## src/design/fpcl_pkg.sv

```systemverilog
`timescale 1ns / 1ps
`default_nettype none
package fpcl_pkg;

  // Operation codes of an input item
  localparam logic [1:0] OP_START  = 2'd0;
  localparam logic [1:0] OP_BYTE   = 2'd1;
  localparam logic [1:0] OP_FINISH = 2'd2;

  // Loading modes; any code above fast passive parallel acts as secure
  localparam logic [1:0] MODE_PS  = 2'd0;
  localparam logic [1:0] MODE_FPP = 2'd1;

  // Status codes of a result beat
  localparam logic [2:0] ST_PROGRESS = 3'd0;
  localparam logic [2:0] ST_SUCCESS  = 3'd1;
  localparam logic [2:0] ST_NSTATUS  = 3'd2;
  localparam logic [2:0] ST_NOT_DONE = 3'd3;
  localparam logic [2:0] ST_SEQUENCE = 3'd4;

  // Configuration register indexes
  localparam logic [1:0] REG_MODE            = 2'd0;
  localparam logic [1:0] REG_NCONFIG_LOW     = 2'd1;
  localparam logic [1:0] REG_CONFIG_TO_CLOCK = 2'd2;
  localparam logic [1:0] REG_DONE_WAIT       = 2'd3;

  // Configuration reset values
  localparam logic [1:0]  MODE_RESET            = MODE_PS;
  localparam logic [15:0] NCONFIG_LOW_RESET     = 16'd5;
  localparam logic [15:0] CONFIG_TO_CLOCK_RESET = 16'd100;
  localparam logic [15:0] DONE_WAIT_RESET       = 16'd100;

  // Remaining units after the first one of a byte
  localparam logic [2:0] SERIAL_MORE_BITS    = 3'd7;
  localparam logic [2:0] FPP_MORE_PULSES     = 3'd0;
  localparam logic [2:0] SECURE_EXTRA_CLOCKS = 3'd3;

  // Command queue between front and back
  localparam int QUEUE_DEPTH = 2;
  localparam int QUEUE_AW    = 1;

  typedef enum logic [2:0] {
    CMD_START      = 3'd0,
    CMD_BYTE       = 3'd1,
    CMD_FINISH     = 3'd2,
    CMD_ERR_SEQ    = 3'd3,
    CMD_ERR_STATUS = 3'd4
  } cmd_kind_t;

  typedef struct packed {
    cmd_kind_t  kind;
    logic       serial;
    logic [2:0] pulses;
    logic [7:0] data_byte;
    logic       conf_done;
  } cmd_t;

  typedef struct packed {
    logic [1:0]  mode;
    logic [15:0] nconfig_low_us;
    logic [15:0] config_to_clock_us;
    logic [15:0] done_wait_us;
  } cfg_t;

  typedef struct packed {
    logic full;
    logic empty;
  } queue_stat_t;

endpackage
`default_nettype wire

```

## src/design/fpcl_if.sv

```systemverilog
`timescale 1ns / 1ps
`default_nettype none
// Input item channel
interface fpcl_item_if;
  logic       valid;
  logic       ready;
  logic [1:0] operation;
  logic [7:0] data_byte;
  logic       status_ok;
  logic       conf_done;

  modport source (output valid, operation, data_byte, status_ok, conf_done, input ready);
  modport sink   (input valid, operation, data_byte, status_ok, conf_done, output ready);
endinterface

// Result (pin state) channel
interface fpcl_result_if;
  logic        valid;
  logic        ready;
  logic        nconfig_level;
  logic        dclk_level;
  logic [7:0]  data_pins;
  logic [15:0] hold_us;
  logic        abort_pulse;
  logic [2:0]  status_code;
  logic        last;

  modport source (output valid, nconfig_level, dclk_level, data_pins, hold_us, abort_pulse,
                  status_code, last, input ready);
  modport sink   (input valid, nconfig_level, dclk_level, data_pins, hold_us, abort_pulse,
                  status_code, last, output ready);
endinterface
`default_nettype wire

```

## src/design/fpcl_front.sv

```systemverilog
`timescale 1ns / 1ps
`default_nettype none
module fpcl_front (
  input  wire logic                clk,
  input  wire logic                rst,
  input  wire logic [1:0]          mode,
  fpcl_item_if.sink                item,
  input  wire fpcl_pkg::queue_stat_t q_stat,
  output logic                     push,
  output fpcl_pkg::cmd_t           push_cmd
);
  import fpcl_pkg::*;

  typedef enum logic [2:0] {
    PH_IDLE    = 3'b001,
    PH_STARTED = 3'b010,
    PH_LOADING = 3'b100
  } phase_t;

  phase_t phase;
  phase_t phase_next;

  // Take a beat whenever the queue has room
  assign item.ready = !q_stat.full;
  assign push       = item.valid && item.ready;

  // Classify the item against the loading phase
  always_comb begin
    phase_next         = phase;
    push_cmd.kind      = CMD_ERR_SEQ;
    push_cmd.serial    = (mode == MODE_PS);
    push_cmd.data_byte = item.data_byte;
    push_cmd.conf_done = item.conf_done;
    priority case (mode)
      MODE_PS:  push_cmd.pulses = SERIAL_MORE_BITS;
      MODE_FPP: push_cmd.pulses = FPP_MORE_PULSES;
      default:  push_cmd.pulses = SECURE_EXTRA_CLOCKS;
    endcase
    unique case (item.operation)
      OP_START: begin
        push_cmd.kind = CMD_START;
        phase_next    = PH_STARTED;
      end
      OP_BYTE: begin
        if (phase == PH_IDLE) begin
          push_cmd.kind = CMD_ERR_SEQ;
        end else if (!item.status_ok) begin
          push_cmd.kind = CMD_ERR_STATUS;
          phase_next    = PH_IDLE;
        end else begin
          push_cmd.kind = CMD_BYTE;
          phase_next    = PH_LOADING;
        end
      end
      OP_FINISH: begin
        push_cmd.kind = (phase == PH_LOADING) ? CMD_FINISH : CMD_ERR_SEQ;
        phase_next    = PH_IDLE;
      end
      default: begin
        push_cmd.kind = CMD_ERR_SEQ;
      end
    endcase
  end

  // Advance the phase on each accepted beat
  always_ff @(posedge clk) begin
    if (rst) begin
      phase <= PH_IDLE;
    end else if (push) begin
      phase <= phase_next;
    end
  end

endmodule
`default_nettype wire

```

## src/design/fpcl_queue.sv

```systemverilog
`timescale 1ns / 1ps
`default_nettype none
module fpcl_queue (
  input  wire logic                clk,
  input  wire logic                rst,
  input  wire logic                push,
  input  wire fpcl_pkg::cmd_t      push_cmd,
  input  wire logic                pop,
  output fpcl_pkg::cmd_t           head,
  output fpcl_pkg::queue_stat_t    stat
);
  import fpcl_pkg::*;

  localparam logic [QUEUE_AW:0] FULL_COUNT = (QUEUE_AW + 1)'(QUEUE_DEPTH);

  cmd_t                entries [QUEUE_DEPTH];
  logic [QUEUE_AW-1:0] wr_ptr;
  logic [QUEUE_AW-1:0] rd_ptr;
  logic [QUEUE_AW:0]   count;

  assign head       = entries[rd_ptr];
  assign stat.full  = (count == FULL_COUNT);
  assign stat.empty = (count == '0);

  // Store the pushed command
  always_ff @(posedge clk) begin
    if (push) begin
      entries[wr_ptr] <= push_cmd;
    end
  end

  // Advance pointers and fill count
  always_ff @(posedge clk) begin
    if (rst) begin
      wr_ptr <= '0;
      rd_ptr <= '0;
      count  <= '0;
    end else begin
      if (push) begin
        wr_ptr <= wr_ptr + 1'b1;
      end
      if (pop) begin
        rd_ptr <= rd_ptr + 1'b1;
      end
      if (push && !pop) begin
        count <= count + 1'b1;
      end else if (pop && !push) begin
        count <= count - 1'b1;
      end
    end
  end

endmodule
`default_nettype wire

```

## src/design/fpcl_back.sv

```systemverilog
`timescale 1ns / 1ps
`default_nettype none
module fpcl_back (
  input  wire logic                  clk,
  input  wire logic                  rst,
  input  wire fpcl_pkg::cfg_t        cfg,
  input  wire fpcl_pkg::cmd_t        head,
  input  wire fpcl_pkg::queue_stat_t q_stat,
  output logic                       pop,
  fpcl_result_if.source              result
);
  import fpcl_pkg::*;

  typedef enum logic [9:0] {
    S_IDLE   = 10'b00_0000_0001,
    S_START0 = 10'b00_0000_0010,
    S_START1 = 10'b00_0000_0100,
    S_START2 = 10'b00_0000_1000,
    S_SET    = 10'b00_0001_0000,
    S_HI     = 10'b00_0010_0000,
    S_LO     = 10'b00_0100_0000,
    S_FIN0   = 10'b00_1000_0000,
    S_FIN1   = 10'b01_0000_0000,
    S_ONE    = 10'b10_0000_0000
  } seq_state_t;

  seq_state_t state;
  seq_state_t st_cur;
  seq_state_t state_next;
  cmd_t       cmd_reg;
  cmd_t       cmd_cur;
  logic [2:0] cnt;
  logic [2:0] cnt_cur;
  logic [2:0] cnt_next;
  logic [7:0] shreg;
  logic [7:0] sh_cur;
  logic [7:0] sh_next;
  logic       idle;
  logic       go;

  // Held pin levels
  logic       nconfig_held;
  logic       dclk_held;
  logic [7:0] held_data;

  // Beat under construction
  logic        b_nconfig;
  logic        b_dclk;
  logic [7:0]  b_data;
  logic [15:0] b_hold;
  logic        b_abort;
  logic [2:0]  b_status;
  logic        b_last;

  // When idle, the queue head starts at once so no cycle is lost between items
  assign idle    = (state == S_IDLE);
  assign cmd_cur = idle ? head : cmd_reg;
  assign cnt_cur = idle ? head.pulses : cnt;
  assign sh_cur  = idle ? head.data_byte : shreg;
  assign go      = (!idle || !q_stat.empty) && (!result.valid || result.ready);
  assign pop     = go && idle;

  // Pick the step for the current beat
  always_comb begin
    if (idle) begin
      unique case (head.kind)
        CMD_START:  st_cur = S_START0;
        CMD_BYTE:   st_cur = S_SET;
        CMD_FINISH: st_cur = S_FIN0;
        default:    st_cur = S_ONE;
      endcase
    end else begin
      st_cur = state;
    end
  end

  // Build the pin state of this step
  always_comb begin
    b_nconfig  = nconfig_held;
    b_dclk     = dclk_held;
    b_data     = held_data;
    b_hold     = '0;
    b_abort    = 1'b0;
    b_status   = ST_PROGRESS;
    b_last     = 1'b0;
    state_next = st_cur;
    cnt_next   = cnt_cur;
    sh_next    = sh_cur;
    unique case (st_cur)
      S_START0: begin
        b_nconfig  = 1'b0;
        b_hold     = cfg.nconfig_low_us;
        state_next = S_START1;
      end
      S_START1: begin
        b_nconfig  = 1'b1;
        b_hold     = cfg.config_to_clock_us;
        state_next = S_START2;
      end
      S_START2: begin
        b_dclk = 1'b0;
        b_last = 1'b1;
      end
      S_SET: begin
        b_data     = cmd_cur.serial ? {7'b0, sh_cur[0]} : sh_cur;
        sh_next    = {1'b0, sh_cur[7:1]};
        state_next = S_HI;
      end
      S_HI: begin
        b_dclk     = 1'b1;
        state_next = S_LO;
      end
      S_LO: begin
        b_dclk = 1'b0;
        if (cnt_cur == '0) begin
          b_last = 1'b1;
        end else begin
          cnt_next   = cnt_cur - 1'b1;
          state_next = cmd_cur.serial ? S_SET : S_HI;
        end
      end
      S_FIN0: begin
        b_dclk     = 1'b1;
        b_hold     = cfg.done_wait_us;
        state_next = S_FIN1;
      end
      S_FIN1: begin
        b_abort  = !cmd_cur.conf_done;
        b_status = cmd_cur.conf_done ? ST_SUCCESS : ST_NOT_DONE;
        b_last   = 1'b1;
      end
      S_ONE: begin
        b_abort  = (cmd_cur.kind == CMD_ERR_STATUS);
        b_status = (cmd_cur.kind == CMD_ERR_STATUS) ? ST_NSTATUS : ST_SEQUENCE;
        b_last   = 1'b1;
      end
      default: begin
        b_last = 1'b1;
      end
    endcase
  end

  // Advance the sequencer and the held pins
  always_ff @(posedge clk) begin
    if (rst) begin
      state        <= S_IDLE;
      nconfig_held <= 1'b1;
      dclk_held    <= 1'b0;
      held_data    <= '0;
    end else if (go) begin
      state        <= b_last ? S_IDLE : state_next;
      nconfig_held <= b_nconfig;
      dclk_held    <= b_dclk;
      held_data    <= b_data;
    end
  end

  // Hold the working copy of the command
  always_ff @(posedge clk) begin
    if (go) begin
      cnt   <= cnt_next;
      shreg <= sh_next;
      if (idle) begin
        cmd_reg <= head;
      end
    end
  end

  // Output register: load a beat, drop valid once taken
  always_ff @(posedge clk) begin
    if (rst) begin
      result.valid <= 1'b0;
    end else if (go) begin
      result.valid <= 1'b1;
    end else if (result.ready) begin
      result.valid <= 1'b0;
    end
  end

  always_ff @(posedge clk) begin
    if (go) begin
      result.nconfig_level <= b_nconfig;
      result.dclk_level    <= b_dclk;
      result.data_pins     <= b_data;
      result.hold_us       <= b_hold;
      result.abort_pulse   <= b_abort;
      result.status_code   <= b_status;
      result.last          <= b_last;
    end
  end

endmodule
`default_nettype wire

```

## src/design/fpga_passive_config_loader_top.sv

```systemverilog
`timescale 1ns / 1ps
`default_nettype none
// An item is registered in the command queue and its first pin-state beat in the output
// register. The back-end sequencer gives one beat per cycle while the result is taken
// and commands are queued: a serial byte 24 beats, a parallel byte 3, a secure one 9,
// start 3, finish 2 and an error 1. A two-deep queue holds items while beats drain.
// Reset (synchronous, active high): phase idle, nCONFIG held high, DCLK low, data zero,
// registers to their defaults, queue and output register empty.
module fpga_passive_config_loader_top (
  input  wire logic        clk,
  input  wire logic        rst,
  input  wire logic        cfg_we,
  input  wire logic [1:0]  cfg_index,
  input  wire logic [15:0] cfg_data,
  fpcl_item_if.sink        item,
  fpcl_result_if.source    result
);
  import fpcl_pkg::*;

  cfg_t        cfg;
  cmd_t        push_cmd;
  cmd_t        head;
  queue_stat_t q_stat;
  logic        push;
  logic        pop;

  // Configuration registers
  always_ff @(posedge clk) begin
    if (rst) begin
      cfg.mode               <= MODE_RESET;
      cfg.nconfig_low_us     <= NCONFIG_LOW_RESET;
      cfg.config_to_clock_us <= CONFIG_TO_CLOCK_RESET;
      cfg.done_wait_us       <= DONE_WAIT_RESET;
    end else if (cfg_we) begin
      unique case (cfg_index)
        REG_MODE:            cfg.mode               <= cfg_data[1:0];
        REG_NCONFIG_LOW:     cfg.nconfig_low_us     <= cfg_data;
        REG_CONFIG_TO_CLOCK: cfg.config_to_clock_us <= cfg_data;
        REG_DONE_WAIT:       cfg.done_wait_us       <= cfg_data;
        default:             cfg.mode               <= cfg.mode;
      endcase
    end
  end

  fpcl_front u_front (
    .clk      (clk),
    .rst      (rst),
    .mode     (cfg.mode),
    .item     (item),
    .q_stat   (q_stat),
    .push     (push),
    .push_cmd (push_cmd)
  );

  fpcl_queue u_queue (
    .clk      (clk),
    .rst      (rst),
    .push     (push),
    .push_cmd (push_cmd),
    .pop      (pop),
    .head     (head),
    .stat     (q_stat)
  );

  fpcl_back u_back (
    .clk    (clk),
    .rst    (rst),
    .cfg    (cfg),
    .head   (head),
    .q_stat (q_stat),
    .pop    (pop),
    .result (result)
  );

  // An accepted item is in the queue on the next cycle
  a_push_lands: assert property (@(posedge clk) disable iff (rst)
    (item.valid && item.ready) |=> !q_stat.empty)
    else $error("accepted item missing from queue");

  // An abort only closes an item, with an nSTATUS or CONF_DONE failure
  a_abort_closes: assert property (@(posedge clk) disable iff (rst)
    (result.valid && result.abort_pulse) |->
      (result.last && (result.status_code == ST_NSTATUS ||
                       result.status_code == ST_NOT_DONE)))
    else $error("abort beat malformed");

  // A final status is only reported on the closing beat
  a_status_last: assert property (@(posedge clk) disable iff (rst)
    (result.valid && result.status_code != ST_PROGRESS) |-> result.last)
    else $error("status on a non-final beat");

  // No beat straight out of reset
  a_reset_quiet: assert property (@(posedge clk)
    $past(rst) |-> !result.valid)
    else $error("result valid right after reset");

endmodule
`default_nettype wire

```

## src/flat_wrapper.sv

```systemverilog
// flat-port wrapper written by rule: the top's interface ports become plain ports
module fpga_passive_config_loader_top_flat import fpcl_pkg::*;
  (clk, rst, cfg_we, cfg_index, cfg_data, item_valid, item_operation, item_data_byte, item_status_ok, item_conf_done, item_ready, result_valid, result_nconfig_level, result_dclk_level, result_data_pins, result_hold_us, result_abort_pulse, result_status_code, result_last, result_ready);
  fpcl_item_if item_i ();
  fpcl_result_if result_i ();
  input  wire logic clk;
  input  wire logic rst;
  input  wire logic cfg_we;
  input  wire logic [1:0] cfg_index;
  input  wire logic [15:0] cfg_data;
  input wire logic [$bits(item_i.valid)-1:0] item_valid;
  input wire logic [$bits(item_i.operation)-1:0] item_operation;
  input wire logic [$bits(item_i.data_byte)-1:0] item_data_byte;
  input wire logic [$bits(item_i.status_ok)-1:0] item_status_ok;
  input wire logic [$bits(item_i.conf_done)-1:0] item_conf_done;
  output wire logic [$bits(item_i.ready)-1:0] item_ready;
  output wire logic [$bits(result_i.valid)-1:0] result_valid;
  output wire logic [$bits(result_i.nconfig_level)-1:0] result_nconfig_level;
  output wire logic [$bits(result_i.dclk_level)-1:0] result_dclk_level;
  output wire logic [$bits(result_i.data_pins)-1:0] result_data_pins;
  output wire logic [$bits(result_i.hold_us)-1:0] result_hold_us;
  output wire logic [$bits(result_i.abort_pulse)-1:0] result_abort_pulse;
  output wire logic [$bits(result_i.status_code)-1:0] result_status_code;
  output wire logic [$bits(result_i.last)-1:0] result_last;
  input wire logic [$bits(result_i.ready)-1:0] result_ready;
  assign item_i.valid = item_valid;
  assign item_i.operation = item_operation;
  assign item_i.data_byte = item_data_byte;
  assign item_i.status_ok = item_status_ok;
  assign item_i.conf_done = item_conf_done;
  assign item_ready = item_i.ready;
  assign result_valid = result_i.valid;
  assign result_nconfig_level = result_i.nconfig_level;
  assign result_dclk_level = result_i.dclk_level;
  assign result_data_pins = result_i.data_pins;
  assign result_hold_us = result_i.hold_us;
  assign result_abort_pulse = result_i.abort_pulse;
  assign result_status_code = result_i.status_code;
  assign result_last = result_i.last;
  assign result_i.ready = result_ready;
  fpga_passive_config_loader_top u_core (.clk(clk), .rst(rst), .cfg_we(cfg_we), .cfg_index(cfg_index), .cfg_data(cfg_data), .item(item_i), .result(result_i));
endmodule
```

## config.mk

```make
export PLATFORM = sky130hd
export DESIGN_NAME = fpga_passive_config_loader_top_flat
export DESIGN_NICKNAME = d
export VERILOG_FILES = /design/src/design/fpcl_pkg.sv /design/src/design/fpcl_if.sv /design/src/design/fpcl_front.sv /design/src/design/fpcl_queue.sv /design/src/design/fpcl_back.sv /design/src/design/fpga_passive_config_loader_top.sv /design/src/flat_wrapper.sv
export SDC_FILE = /design/constraint.sdc
export NUM_CORES = 1
export LEC_CHECK = 0
export ABC_AREA = 1
export ABC_CLOCK_PERIOD_IN_PS = 3500
export BUFFER_PORTS_ARGS = -buffer_cell sky130_fd_sc_hd__buf_4
export CAP_MARGIN = 20
export CELL_PAD_IN_SITES_DETAIL_PLACEMENT = 1
export CELL_PAD_IN_SITES_GLOBAL_PLACEMENT = 1
export CORE_MARGIN = 2
export CORE_UTILIZATION = 45
export CTS_CLUSTER_SIZE = 20
export DETAILED_ROUTE_END_ITERATION = 7
export PLACE_DENSITY_LB_ADDON = 0.1
export SLEW_MARGIN = 40
export SYNTH_ARGS = -nofsm -noshare
export SYNTH_HDL_FRONTEND = slang
export SYNTH_HIERARCHICAL = 1
export SYNTH_SLANG_ARGS = --single-unit
```

## constraint.sdc

```tcl
create_clock -name clk -period 3.5 [get_ports clk]
set_input_delay 1.05 -clock clk [delete_from_list [all_inputs] [get_ports clk]]
set_output_delay 1.05 -clock clk [all_outputs]
set_load 0.01 [all_outputs]
```

Yosys cells after proc, flatten, opt, wreduce, memory -nomap -nowiden

Memory sizes are Yosys's and may differ from the RTL's. A register that Yosys moved wholly into a read port is not among the register bits.
Index checks and enable logic that the tools add are counted.

Register bits: 136
RAM bits: 32
Bits of input ports: 35
Memories kept: 1

Memory list:

| memory                 | words | width | read ports | clocked after memory_dff | write ports | RTL line         | text |
|---|---|---|---|---|---|---|---|
| u_core.u_queue.entries | 2     | 16    | 1          | 1                        | 1           | fpcl_queue.sv:16 | `cmd_t entries [QUEUE_DEPTH];` |

Add/sub/neg operators: 5
Eq/ne operators: 23
Multiplexer cells: 39
Reductions and logical operators: 32

Operators with widths:

| kind                                                 | count |
|---|---|
| case mux 10 bit (6 select lines)                     | 1 |
| case mux 16 bit (3 select lines)                     | 1 |
| 2-to-1 mux 10 bit                                    | 3 |
| case mux 10 bit (3 select lines)                     | 1 |
| 2-to-1 mux 3 bit                                     | 8 |
| 2-to-1 mux 8 bit                                     | 3 |
| case mux 3 bit (3 select lines)                      | 2 |
| 2-to-1 mux 16 bit                                    | 1 |
| case mux 3 bit (2 select lines)                      | 2 |
| equality test 10 x 1 -> 1 bit, second input constant | 1 |
| equality test 10 bit, second input constant          | 1 |
| equality test 10 x 2 -> 1 bit, second input constant | 1 |
| equality test 10 x 3 -> 1 bit, second input constant | 1 |
| equality test 10 x 4 -> 1 bit, second input constant | 1 |
| equality test 10 x 5 -> 1 bit, second input constant | 1 |
| equality test 10 x 6 -> 1 bit, second input constant | 1 |
| equality test 10 x 7 -> 1 bit, second input constant | 1 |
| equality test 10 x 8 -> 1 bit, second input constant | 1 |
| equality test 10 x 9 -> 1 bit, second input constant | 1 |
| AND reduction 2 bit                                  | 5 |
| equality test 2 bit, second input constant           | 4 |
| zero test 2 bit                                      | 4 |
| 2-to-1 mux 1 bit                                     | 8 |
| case mux 1 bit (2 select lines)                      | 4 |
| other kinds (21)                                     | 42 |

Logic depth before layout (Yosys ltp)

Depth after elaboration: 8
Mapped depth: 19

Modules after synthesis

Netlist, hierarchy kept.

Modules (own cells, without submodules):

| module                         | instances | cells an instance | area an instance (µm²) | sequential area each (µm²) |
|---|---|---|---|---|
| fpcl_back                      | 1         | 452               | 3,554.7                | 1,801.7 |
| fpga_passive_config_loader_top | 1         | 311               | 2,026.9                | 1,001.0 |
| fpcl_queue                     | 1         | 83                | 1,436.4                | 1,061.0 |
| fpcl_front                     | 1         | 59                | 377.9                  | 60.1 |

Worst setup path before layout

OpenSTA, ideal clock, no wires.

Path type: input-to-reg
From: input result_ready
To: register u_core.u_queue.count[1]
Data arrival time: 2.833 ns
Path slack: 0.603 ns
Stages on the path: 14
Buffers on the path: 1
Cells stage by stage: nor2_1 inv_1 nand2_2 inv_1 buf_2 nand2_1 inv_1 inv_1 ha_1 inv_1 nand3_1 nand2_1 inv_1 nor2_1

Cells in the longest elaborated chain, start to end: 6
Elaborated cells between the ends (all ways): 8
Classes of those cells: mux: 1; reduce/logical: 7

RTL lines:

| element                                                | RTL line                             | text |
|---|---|---|
| start: declaration                                     | flat_wrapper.sv:25                   | `input wire logic [$bits(result_i.ready)-1:0] result_ready;` |
| logical OR 1 bit *                                     | fpcl_back.sv:60                      | `assign go = (!idle \|\| !q_stat.empty) && (!result.valid \|\| result.ready);` |
| logical AND 1 bit *                                    | fpcl_back.sv:60                      |  |
| net u_core.u_back.go                                   | fpcl_back.sv:39                      | `logic go;` |
| logical AND 1 bit *                                    | fpcl_back.sv:61                      | `assign pop = go && idle;` |
| net u_core.pop                                         | fpga_passive_config_loader_top.sv:25 | `logic pop;` |
| zero test 1 bit                                        | fpcl_queue.sv:45                     | `if (push && !pop) begin` |
| logical AND 1 bit                                      | fpcl_queue.sv:45                     |  |
| 2-to-1 mux 2 bit or nonzero test 2 bit (tied branches) | n/a                                  |  |
| end signal: assignment                                 | fpcl_queue.sv:46                     | `count <= count + 1'b1;` |
| end signal: assignment                                 | fpcl_queue.sv:48                     | `count <= count - 1'b1;` |
| end: declaration                                       | fpcl_queue.sv:19                     | `logic [QUEUE_AW:0] count;` |

The timed path passes the listed nets; every way through them passes the cells marked *.
A chain may end at the register's enable or synchronous reset.

==> results.json <==
{
  "outcome": "finished, final reports clean",
  "row_count": 46,
  "cts_resized": 0,
  "fin_setup_tns_ps": 0,
  "async_flop_share": 0,
  "die_x_um": 132.2,
  "critPathCaptureType": "flop",
  "synth_top_area_share": 0.3167,
  "fin_crit_sh": 0.7654,
  "clockBufferDepth": 2,
  "max-slew-margin-rel": 0.5195,
  "cp_data_arrival_time_ps": 2840,
  "yosys_warnings": 6,
  "gp_congestion": 0.8465,
  "start_util": 0.4622,
  "p_total_w": 0.007417,
  "p_int_w": 0.004621,
  "num_antenna_cells": 0,
  "ys_ff_latch": 157,
  "yosysSeqAreaShare": 0.5305,
  "wirelength_um": 18900,
  "cp_max_fo": 16,
  "numPortBuffers": 67,
  "clkPwrFrac": 0.254,
  "p_per_area_nw_per_um2": 861.7,
  "power_leakage_nw": 4.153,
  "grt_first_pass_wirelength_um": 31350,
  "first_global_vias": 6268,
  "slew_violations": 0,
  "post-dp-hpwl_um": 12910,
  "htree_levels": 4,
  "power_frac_comb": 0.373,
  "numCtsBuffers": 17,
  "top_register": "u_core/cfg",
  "gr-total-overflow": 0,
  "hold_path_class": "flop to flop",
  "max_slew.worst_pin.slew_ps": 718.7,
  "criticalPathCategory": "flop to flop",
  "ant_nets": 0,
  "post_cts_buffers": 0,
  "startpoint_type": "flop",
  "hold_viol": 0,
  "clk_pin_slew_ps": 60,
  "wl_per_cell_um": 15.90,
  "area_growth_pct": 16.38,
  "num_vias": 5915,
  "cap_violations": 0,
  "io_pins": 68,
  "cts_tree": "yes",
  "cts-root-buf": "clkbuf_16",
  "period_needed_ps": 2679,
  "die_y_um": 132.2,
  "core_area_um2": 16000,
  "largest_reg_flops": 50,
  "drive_above_1_share": 0.1593,
  "ctsHoldBuffers": 0,
  "clkLatencyLatePin_ps": 420,
  "worstPathRequired_ps": 3660,
  "dieArea_um2": 17480,
  "yosysTopAreaCell": "edfxtp_1",
  "instances_no_fill": 1189,
  "vdd_drop_max_uv": 394.6,
  "fin_nets": 1002,
  "fin_hold_ws_ps": 476.9,
  "synth_cell_types": 36,
  "synth_edf_count": 78,
  "setup_violations": 0,
  "synth_top_flop_cell": "dfxtp_1",
  "via_per_inst": 4.975,
  "drtPass1Iterations": 4,
  "grt_antenna_before_repair": 0,
  "syn_nets": 947,
  "max_freq_mhz": 373.3,
  "finalClockSkew_ps": 7.043,
  "dpl.cell_count": 1157,
  "drc": 0,
  "cts_sinks": 157,
  "grt_use_total": 0.2246,
  "seqPwrFrac": 0.372,
  "grt_max_degree": 54,
  "syn_avg_cell_area_um2": 8.172,
  "swShare": 0.3769,
  "reg_top3": "u_core/cfg: 50 flops, u_core/u_queue/entries: 32 flops, u_core/u_back/result.hold_us: 16 flops",
  "rsz0062_at_grt": "no",
  "syn_area_um2": 7396,
  "synthCells": 905,
  "p_sw_w": 0.002795,
  "first_iter_violations": 323,
  "synthTopCellsByArea": "edfxtp_1, dfxtp_1, nand2_1"
}
-- cell usage after synthesis, types with 8 or more instances --
cell      instances
a21oi_1          15
nand2_1         279
edfxtp_1         78
mux2_4           10
nor3_1           14
clkbuf_1          8
nand3_1          62
o21ai_0          14
buf_2            12
dfxtp_1          79
inv_1           110
buf_4            16
nor2_1          138
-- path summary, 6_finish.rpt --
| path | startpoint | endpoint | slack [ps] | cells past startpoint |
|---|---|---|---|---|
| setup reg to reg | flop | u_core/u_back/result.hold_us[6]$_DFFE_PP_ | 820 | 9 |
| hold / removal | u_core/cfg[34]$_SDFFE_PP1P_ | u_core/cfg[34]$_SDFFE_PP1P_ | 480 | 2 |
| setup / recovery | flop | u_core/u_back/result.hold_us[6]$_DFFE_PP_ | 820 | 9 |
| hold reg to reg | u_core/cfg[34]$_SDFFE_PP1P_ | u_core/cfg[34]$_SDFFE_PP1P_ | 480 | 2 |
-- cell type report --
type,count,area (µm²)
Fill cell,1978,7393
Sequential cell,157,3924
Multi-Input combinational cell,587,2749
Timing Repair Buffer,77,603.1
Clock buffer,25,538.0
Inverter,120,452.9
Tap cell,216,270.3
Clock inverter,7,70.07
-- logic make-up (layout without fill, tap and decap cells) --
family,Yosys count,after routing,synth area share
AND/OR/NAND/NOR,525,525,0.2996
buffers and inverters,161,229,0.09846
flip-flops,157,157,0.5305
AO/OA/AOI/OAI,34,34,0.02352
multiplexers,19,19,0.03367
adder cells (fa/ha/maj),7,7,0.01184
XOR/XNOR,2,2,0.002369
-- worst max-delay path: stages, from the launching register on --
cell and delay [ps]:
dfxtp_1 560, mux2_4 370, nor3_1 250, nand3_1 180, nand2_1 160, nor2_4 80
nand3_1 170, inv_1 350, nand2_1 180, nand3_1 120
-- metrics by stage --
stage	worst slack (ps)	utilization	area, µm²
final	821.1	0.5379	8607
after global routing	553.2	0.5379	8607
after CTS	823.3	0.5376	8602
after detailed placement	792.0	0.4996	7994
after global placement	978.2	0.4996	7994
after floorplan	603.3	-	7396
-- metal layers --
layer | track usage | vias to the layer above | wire [µm]
met5 | 0 | - | 0
met4 | 0.07945 | 0 | 402
met3 | 0.04344 | 30 | 522
met2 | 0.4063 | 90 | 9888
met1 | 0.2658 | 2870 | 8088
li1 | - | 2925 | -
-- power groups by stage --
stage          sequential [W]  combinational [W]  clock (W)
2_1_floorplan         0.00283            0.00175          0
3_3_place_gp          0.00278            0.00263          0
3_5_place_dp          0.00279            0.00274          0
4_1_cts               0.00277            0.00279    0.00193
5_1_grt               0.00281            0.00307    0.00200
6_report              0.00276            0.00277    0.00189
-- cells in the final DEF (no fill, tap or decap), types with 2 or more instances in the layout --
cell type  synthesis  layout
nand2_1          279     279
nor2_1           138     138
inv_1            110     109
dfxtp_1           79      79
edfxtp_1          78      78
buf_4             16      75
nand3_1           62      61
clkbuf_16          0      19
a21oi_1           15      15
o21ai_0           14      14
nor3_1            14      14
mux2_4            10      10
inv_2              7       8
nor2_4             7       7
nand2_2            7       7
nand4_1            7       7
mux2_2             7       7
ha_1               7       7
clkbuf_8           0       4
nand3_2            3       4
o21ai_1            4       4
inv_4              1       3
clkbuf_1           8       2
clkinv_2           0       2
buf_12             1       2
mux2i_1            2       2
clkinv_1           2       2
nor4_1             2       2
Power figures use the tool's default switching activity.
